`config.mk`:
```
export PLATFORM = sky130hd
export DESIGN_NAME = hsv_to_rgb_converter_core
export DESIGN_NICKNAME = d
export VERILOG_FILES = /design/src/hsvrgb_pkg.sv /design/src/hsv_to_rgb_converter_core.sv
export SDC_FILE = /design/constraint.sdc
export NUM_CORES = 2
export LEC_CHECK = 0
export ABC_AREA = 1
export ABC_CLOCK_PERIOD_IN_PS = 7600
export BUFFER_PORTS_ARGS = -buffer_cell sky130_fd_sc_hd__buf_2
export CELL_PAD_IN_SITES_DETAIL_PLACEMENT = 1
export CELL_PAD_IN_SITES_GLOBAL_PLACEMENT = 2
export CORE_ASPECT_RATIO = 0.9
export CORE_MARGIN = 4
export CORE_UTILIZATION = 40
export DETAILED_ROUTE_END_ITERATION = 8
export PLACE_DENSITY = 0.8
export SETUP_SLACK_MARGIN = 0.02
export SLEW_MARGIN = 0
export SYNTH_ARGS = -nofsm -noshare
export SYNTH_HDL_FRONTEND = slang
export SYNTH_SLANG_ARGS = --single-unit
```
`constraint.sdc`:
```
create_clock -name clk -period 7.6 [get_ports clk]
set_clock_uncertainty 0.1 [all_clocks]
set_input_delay 1.52 -clock clk [delete_from_list [all_inputs] [get_ports clk]]
set_output_delay 1.52 -clock clk [all_outputs]
set_load 0.02 [all_outputs]
```
`src/hsvrgb_pkg.sv`:
```
`timescale 1ns / 1ps

package hsvrgb_pkg;

	localparam int unsigned HUE_W = 9;
	localparam int unsigned FRAC_W = 9;
	localparam int unsigned CHAN_W = 8;
	localparam int unsigned CFG_IDX_W = 8;
	localparam int unsigned NUM_CHAN = 3;

	localparam int unsigned FULL_DEG = 360;
	localparam int unsigned SECTOR_DEG = 60;
	localparam int unsigned ONE_FRAC = 256;
	localparam int unsigned ONE_SECTOR = ONE_FRAC * SECTOR_DEG;

	localparam int unsigned FPART_W = 6;
	localparam int unsigned SPROD_W = 15;
	localparam int unsigned TERM_W = 17;
	localparam int unsigned MPROD_W = 27;
	localparam int unsigned NUM_W = 25;
	localparam int unsigned POS_W = 23;
	localparam int unsigned SCALED_W = 31;
	localparam int unsigned QUOT_SHIFT = 18;
	localparam int unsigned QIN_W = 13;
	localparam int unsigned RECIP_15 = 8739;
	localparam int unsigned RECIP_SHIFT = 17;
	localparam int unsigned QOUT_W = 10;
	localparam int unsigned CHAN_MAX = 255;

	localparam int unsigned CH_RED = 0;
	localparam int unsigned CH_GREEN = 1;
	localparam int unsigned CH_BLUE = 2;

	typedef enum logic [CFG_IDX_W-1:0] {
		REG_SATURATION = 8'd0,
		REG_BRIGHTNESS = 8'd1
	} cfg_reg_t;

	typedef enum logic [2:0] {
		SEC_RED_YELLOW,
		SEC_YELLOW_GREEN,
		SEC_GREEN_CYAN,
		SEC_CYAN_BLUE,
		SEC_BLUE_MAGENTA,
		SEC_MAGENTA_RED
	} sector_t;

	typedef logic signed [TERM_W-1:0] term_t;
	typedef logic signed [NUM_W-1:0] num_t;
	typedef logic [CHAN_W-1:0] chan_t;

endpackage

```
`src/hsv_to_rgb_converter_core.sv`:
```
// Each hue item passes through the stage 1 to stage 5 registers on its way to the colour output.
// Throughput: one item per clock; the five-stage pipeline only stalls when the output is
// held, and each stage refills as soon as the stage after it has room.
// Reset (arst_n low, asynchronous): the pipeline empties and saturation and brightness
// return to 256, which stands for 1.0.
`timescale 1ns / 1ps

module hsv_to_rgb_converter_core
	import hsvrgb_pkg::*;
(
	input  logic                 clk,
	input  logic                 arst_n,
	input  logic                 cfg_valid,
	output logic                 cfg_ready,
	input  logic [CFG_IDX_W-1:0] cfg_index,
	input  logic [FRAC_W-1:0]    cfg_data,
	input  logic                 in_valid,
	output logic                 in_ready,
	input  logic [HUE_W-1:0]     hue,
	output logic                 out_valid,
	input  logic                 out_ready,
	output logic [CHAN_W-1:0]    red,
	output logic [CHAN_W-1:0]    green,
	output logic [CHAN_W-1:0]    blue
);

	logic [FRAC_W-1:0] sat_q;
	logic [FRAC_W-1:0] bri_q;

	logic valid_s1, valid_s2, valid_s3, valid_s4, valid_s5;
	logic en_s1, en_s2, en_s3, en_s4, en_s5;

	sector_t            sector_s1;
	logic [FPART_W-1:0] fpart_s1;
	term_t              term_s2 [NUM_CHAN];
	num_t               num_s3 [NUM_CHAN];
	logic [QIN_W-1:0]   quot_in_s4 [NUM_CHAN];
	logic               pos_s4 [NUM_CHAN];
	chan_t              chan_s5 [NUM_CHAN];

	logic [HUE_W-1:0]   hue_eff;
	sector_t            sector_d;
	logic [HUE_W-1:0]   base_d;
	logic [HUE_W-1:0]   fdiff_d;

	logic [SPROD_W-1:0] s_f;
	logic [SPROD_W-1:0] s_rest;
	logic [SPROD_W-1:0] s_full;
	term_t              t_v, t_p, t_q, t_t;
	term_t              term_d [NUM_CHAN];

	logic signed [MPROD_W-1:0] prod_d [NUM_CHAN];
	logic [SCALED_W-1:0]       scaled_d [NUM_CHAN];
	logic [MPROD_W-1:0]        recip_d [NUM_CHAN];
	logic [QOUT_W-1:0]         quot_d [NUM_CHAN];

	assign cfg_ready = 1'b1;

	always_ff @(posedge clk or negedge arst_n) begin
		if (!arst_n) begin
			sat_q <= FRAC_W'(ONE_FRAC);
			bri_q <= FRAC_W'(ONE_FRAC);
		end else if (cfg_valid && cfg_ready) begin
			unique case (cfg_index)
				REG_SATURATION: sat_q <= cfg_data;
				REG_BRIGHTNESS: bri_q <= cfg_data;
				default: ;
			endcase
		end
	end

	assign en_s5 = !valid_s5 || out_ready;
	assign en_s4 = !valid_s4 || en_s5;
	assign en_s3 = !valid_s3 || en_s4;
	assign en_s2 = !valid_s2 || en_s3;
	assign en_s1 = !valid_s1 || en_s2;
	assign in_ready = en_s1;

	always_ff @(posedge clk or negedge arst_n) begin
		if (!arst_n) begin
			valid_s1 <= 1'b0;
			valid_s2 <= 1'b0;
			valid_s3 <= 1'b0;
			valid_s4 <= 1'b0;
			valid_s5 <= 1'b0;
		end else begin
			if (en_s1) valid_s1 <= in_valid;
			if (en_s2) valid_s2 <= valid_s1;
			if (en_s3) valid_s3 <= valid_s2;
			if (en_s4) valid_s4 <= valid_s3;
			if (en_s5) valid_s5 <= valid_s4;
		end
	end

	// Stage 1: fold hues past a full turn to zero, then split into sector and offset.
	always_comb begin
		hue_eff = (hue >= HUE_W'(FULL_DEG)) ? '0 : hue;
		if (hue_eff >= HUE_W'(5 * SECTOR_DEG)) begin
			sector_d = SEC_MAGENTA_RED;
			base_d = HUE_W'(5 * SECTOR_DEG);
		end else if (hue_eff >= HUE_W'(4 * SECTOR_DEG)) begin
			sector_d = SEC_BLUE_MAGENTA;
			base_d = HUE_W'(4 * SECTOR_DEG);
		end else if (hue_eff >= HUE_W'(3 * SECTOR_DEG)) begin
			sector_d = SEC_CYAN_BLUE;
			base_d = HUE_W'(3 * SECTOR_DEG);
		end else if (hue_eff >= HUE_W'(2 * SECTOR_DEG)) begin
			sector_d = SEC_GREEN_CYAN;
			base_d = HUE_W'(2 * SECTOR_DEG);
		end else if (hue_eff >= HUE_W'(SECTOR_DEG)) begin
			sector_d = SEC_YELLOW_GREEN;
			base_d = HUE_W'(SECTOR_DEG);
		end else begin
			sector_d = SEC_RED_YELLOW;
			base_d = '0;
		end
		fdiff_d = hue_eff - base_d;
	end

	always_ff @(posedge clk) begin
		if (en_s1 && in_valid) begin
			sector_s1 <= sector_d;
			fpart_s1 <= fdiff_d[FPART_W-1:0];
		end
	end

	// Stage 2: the four numerators before brightness, each over 256*60.
	always_comb begin
		s_f = SPROD_W'(sat_q) * SPROD_W'(fpart_s1);
		s_rest = SPROD_W'(sat_q) * SPROD_W'(FPART_W'(SECTOR_DEG) - fpart_s1);
		s_full = SPROD_W'(sat_q) * SPROD_W'(SECTOR_DEG);
		t_v = TERM_W'(ONE_SECTOR);
		t_p = TERM_W'(ONE_SECTOR) - $signed({2'b00, s_full});
		t_q = TERM_W'(ONE_SECTOR) - $signed({2'b00, s_f});
		t_t = TERM_W'(ONE_SECTOR) - $signed({2'b00, s_rest});
		unique case (sector_s1)
			SEC_RED_YELLOW: begin
				term_d[CH_RED] = t_v; term_d[CH_GREEN] = t_t; term_d[CH_BLUE] = t_p;
			end
			SEC_YELLOW_GREEN: begin
				term_d[CH_RED] = t_q; term_d[CH_GREEN] = t_v; term_d[CH_BLUE] = t_p;
			end
			SEC_GREEN_CYAN: begin
				term_d[CH_RED] = t_p; term_d[CH_GREEN] = t_v; term_d[CH_BLUE] = t_t;
			end
			SEC_CYAN_BLUE: begin
				term_d[CH_RED] = t_p; term_d[CH_GREEN] = t_q; term_d[CH_BLUE] = t_v;
			end
			SEC_BLUE_MAGENTA: begin
				term_d[CH_RED] = t_t; term_d[CH_GREEN] = t_p; term_d[CH_BLUE] = t_v;
			end
			default: begin
				term_d[CH_RED] = t_v; term_d[CH_GREEN] = t_p; term_d[CH_BLUE] = t_q;
			end
		endcase
	end

	always_ff @(posedge clk) begin
		if (en_s2 && valid_s1) begin
			for (int c = 0; c < NUM_CHAN; c++) begin
				term_s2[c] <= term_d[c];
			end
		end
	end

	// Stage 3: scale by brightness; stage 4: times 255 and drop the power-of-two part
	// of the denominator; stage 5: divide the rest by 15 and clamp.
	always_comb begin
		for (int c = 0; c < NUM_CHAN; c++) begin
			prod_d[c] = MPROD_W'(term_s2[c]) * MPROD_W'($signed({1'b0, bri_q}));
			scaled_d[c] = {num_s3[c][POS_W-1:0], 8'b0} - SCALED_W'(num_s3[c][POS_W-1:0]);
			recip_d[c] = MPROD_W'(quot_in_s4[c]) * MPROD_W'(RECIP_15);
			quot_d[c] = recip_d[c][MPROD_W-1:RECIP_SHIFT];
		end
	end

	always_ff @(posedge clk) begin
		if (en_s3 && valid_s2) begin
			for (int c = 0; c < NUM_CHAN; c++) begin
				num_s3[c] <= prod_d[c][NUM_W-1:0];
			end
		end
	end

	always_ff @(posedge clk) begin
		if (en_s4 && valid_s3) begin
			for (int c = 0; c < NUM_CHAN; c++) begin
				pos_s4[c] <= !num_s3[c][NUM_W-1] && (num_s3[c] != '0);
				quot_in_s4[c] <= scaled_d[c][SCALED_W-1:QUOT_SHIFT];
			end
		end
	end

	always_ff @(posedge clk) begin
		if (en_s5 && valid_s4) begin
			for (int c = 0; c < NUM_CHAN; c++) begin
				if (!pos_s4[c]) begin
					chan_s5[c] <= '0;
				end else if (quot_d[c] > QOUT_W'(CHAN_MAX)) begin
					chan_s5[c] <= CHAN_W'(CHAN_MAX);
				end else begin
					chan_s5[c] <= quot_d[c][CHAN_W-1:0];
				end
			end
		end
	end

	assign out_valid = valid_s5;
	assign red = chan_s5[CH_RED];
	assign green = chan_s5[CH_GREEN];
	assign blue = chan_s5[CH_BLUE];

endmodule

```
==> impl_metrics.csv <==
group,metric,value,unit
outcome,outcome,"finished, final reports clean",
synthesis,synth_commonest_cells,"inv_1 (1342), nand2_1 (1141), ha_1 (539), fa_1 (494), nor2_1 (294)",
synthesis,synth_top_area_share,24.5,%
die,die_area,0.106,sq mm
die,fp.dieH,310,um
worst_setup_path,slowest_delay,0.61,ns
global_route,grt_max_degree,76,
worst_setup_path,reg2regPathDepth,28,
power_and_ir_drop,vdd_ir_drop_max,0.000287,V
clock_tree,cts_tree,"done",
worst_setup_path,timing.rr.end,"term_s2[0][28]$_DFFE_PP_",
die,fp.coreArea,0.100,sq mm
synthesis,synthMostInstantiatedCell,"inv_1",
clock_tree,clk_pin_slew,0.06,ns
clock_tree,h-tree-depth,1,
sta,rsz0062_at_grt,"false",
power_and_ir_drop,powerDensity,367,mW/mm^2
die,pin_count,58,
worst_setup_path,r2r_slack,1.59,ns
finish,layout.nets,6242,
finish,n_fill_cell,12400,
worst_setup_path,crit_path_end,"term_s2[0][28]$_DFFE_PP_",
min_path,min_from,"valid_s3$_DFFE_PN0P_",
synthesis,synthAdderAreaFrac,41.2,%
sta,fin_setup_tns,0,ns
clock_tree,numCtsBuffers,30,
finish,multi_input_area,0.0283,sq mm
min_path,hold_class,"reg2reg",
synthesis,synth-simple-area-share,18.2,%
die,die_width,343,um
drt,drt-vias-per-instance,4.93,
global_route,grt_first_pass_wirelength,182,mm
drt,drc_errors,0,
sta,slew_headroom,34.0,%
sta,fin_crit,6.01,ns
synthesis,synth_cell_type_count,62,
worst_setup_path,timing.rr.start,"fpart_s1[0]$_DFFE_PP_",
sta,setup-violations-final,0,
worst_setup_path,cp_slowest_cell,"edfxtp_1",
worst_setup_path,crit_path_start_kind,"flop",
finish,seq_area,0.00653,sq mm
power_and_ir_drop,power,15.9,mW
global_route,grt_use_total,21.1,%
synthesis,synth-xor-area-share,3.57,%
synthesis,synth_ff_type,"edfxtp_1",
synthesis,synth.avg_cell_area,7.80,sq um
sta,finalCritPeriodShare,79.1,%
sta,worst_slew_pin_slew,0.989,ns
worst_setup_path,cp-startpoint,"fpart_s1[0]$_DFFE_PP_",
drt,final_antenna_net_count,0,
synthesis,synth_area_leaders,"fa_1 (24%), ha_1 (17%), edfxtp_1 (15%), inv_1 (12%), nand2_1 (11%)",
synthesis,ys_ff_latch,221,
clock_tree,cts_root_buf,"clkbuf_16",
power_and_ir_drop,leakagePower,24.9,nW
sta,max_freq,166,MHz
worst_setup_path,worstPathArrival,6.25,ns
drt,post_drt_wl_per_cell,16.7,um
synthesis,synth-edff-count,198,
global_route,grt_antenna_before_repair,0,
synthesis,synth_top_family_by_area,"adder cells",
synthesis,synthesis.area,0.0404,sq mm
place,hpwl,92.7,mm
job,maxCapViolCount,0,
global_route,grt_pass1_vias,35100,
sta,finalHoldViolCount,0,
drt,firstDrtPassIters,5,
clock_tree,cts_buffer_depth,3,
synthesis,synth_compound_area_share,7.17,%
worst_setup_path,cp-end-kind,"flop",
drt,initialDrtViolationCount,1237,
finish,drive_gt1_share,3.77,%
clock_tree,clock_latency,0.64,ns
clock_tree,cts_setup_buffers,0,
worst_setup_path,crit_fanout,10,
worst_setup_path,crit_type,"reg2reg",
clock_tree,ctsResizeCount,0,
synthesis,syn_nets,6246,
worst_setup_path,cpMostUsedCell,"nand2_1",
synthesis,yosys.area.top_type,"fa_1",
drt,wirelength,109,mm
synthesis,yosysSeqAreaShare,16.1,%
synthesis,synth_mux_area_share,0,%
finish,area_growth,7.01,%
place,port_buffers,56,
synthesis,async_flop_share,10.4,%
die,start_util,40.3,%
finish,diodes,0,
synthesis,yosys_warnings,0,
clock_tree,ctsHoldBuffers,0,
synthesis,syn_inst,5182,
drt,dr_total_vias,32300,
clock_tree,clock-sinks,221,
die,fp-row-count,110,
sta,drv_slew,0,
global_route,grt-ovfl-total,0,
place,gp_congestion,0.884,
worst_setup_path,crit_required,7.84,ns
-- how the worst min path moves through the flow --
stage,endpoint,slack [ns],cells after the start
2_1_floorplan,valid_s2$_DFFE_PN0P_,0.33,2
3_3_place_gp,valid_s4$_DFFE_PN0P_,0.35,2
3_5_place_dp,valid_s4$_DFFE_PN0P_,0.37,2
4_1_cts,valid_s4$_DFFE_PN0P_,0.38,2
5_1_grt,valid_s4$_DFFE_PN0P_,0.41,2
6_report,valid_s4$_DFFE_PN0P_,0.37,2
-- registers in the layout, indices dropped and copies added (netlist names), 3 cells and up --
name and count:
num_s3 75, term_s2 48, quot_in_s4 39, chan_s5 24, bri_q 9, sat_q 9, fpart_s1 6, pos_s4 3
sector_s1 3
-- per-layer routing --
metal  GRT usage [%]  routed length, um  vias to the layer above
met5               0                  0                        -
met4            4.22               2400                        0
met3            1.77               2530                      101
met2            37.1              52200                      299
met1            28.6              51900                    15900
li1                -                  -                    15900
-- report_power, final --
group / internal, mW / total (mW) / switching (mW)
combinational: 4.40 / 11.8 / 7.44
sequential: 1.83 / 2.44 / 0.604
clock: 0.990 / 1.61 / 0.624
total: 7.22 / 15.9 / 8.67
-- cell usage in the layout, fill, tap and decap left out, types with 5 or more instances in the layout --
cell,Yosys,routed
a211oi_1,5,5
a21boi_0,6,6
a21o_1,17,17
a21oi_1,246,246
a31oi_1,14,14
buf_2,6,56
buf_4,2,27
bufinv_16,0,7
clkbuf_16,0,30
dfrtp_1,21,13
dfrtp_2,0,8
edfxtp_1,198,198
fa_1,494,494
ha_1,539,539
inv_1,1342,1340
inv_2,10,12
inv_6,0,5
nand2_1,1141,1141
nand3_1,166,166
nand3b_1,13,13
nand4_1,63,63
nor2_1,294,293
nor2_4,5,6
nor3_1,36,36
nor4_1,26,26
o211ai_1,6,6
o21a_1,12,12
o21ai_0,132,132
o21ai_1,17,17
o21bai_1,12,12
o221ai_1,17,17
o31ai_1,8,8
or2_2,10,10
xnor2_1,60,60
xor2_1,101,101
-- per-stage QoR --
step	instances	setup slack, ns	util [%]	area (sq um)	hold WS [ns]
CTS	6546	1.54	43.2	43200	0.381
detailed placement	6490	1.57	42.0	42100	0.365
floorplan	5182	2.31	-	40400	0.334
global route	6546	1.04	43.2	43200	0.413
global placement	6490	1.70	42.0	42100	0.354
finish	6546	1.59	43.2	43200	0.371
-- area by class of cell --
| type | count | share of cell area, % |
|---|---|---|
| clock buffers | 36 | 1.83 |
| repair buffers | 83 | 1.12 |
| flip-flops and latches | 221 | 15.1 |
| clock inverters | 20 | 0.755 |
| well taps | 1344 | 3.89 |
| multi-input cells | 3489 | 65.6 |
| inverters | 1353 | 11.7 |
-- cells by family after synthesis --
kind of cell	count (synthesis)
adders and majority gates	1033
buffers and inverters	1472
and+or+nand+nor	1778
xor gates and xnor gates	163
AOI/OAI and AO/OA	514
other	1
DFF	221
-- critical path: cells and delay by family (launching register included) --
kind                       cells  cell delay (ns)
DFF                            1             0.61
adders and majority gates      6             2.47
buffers and inverters          6             0.45
and+or+nand+nor               16             2.11
Power figures use the tool's default switching activity.
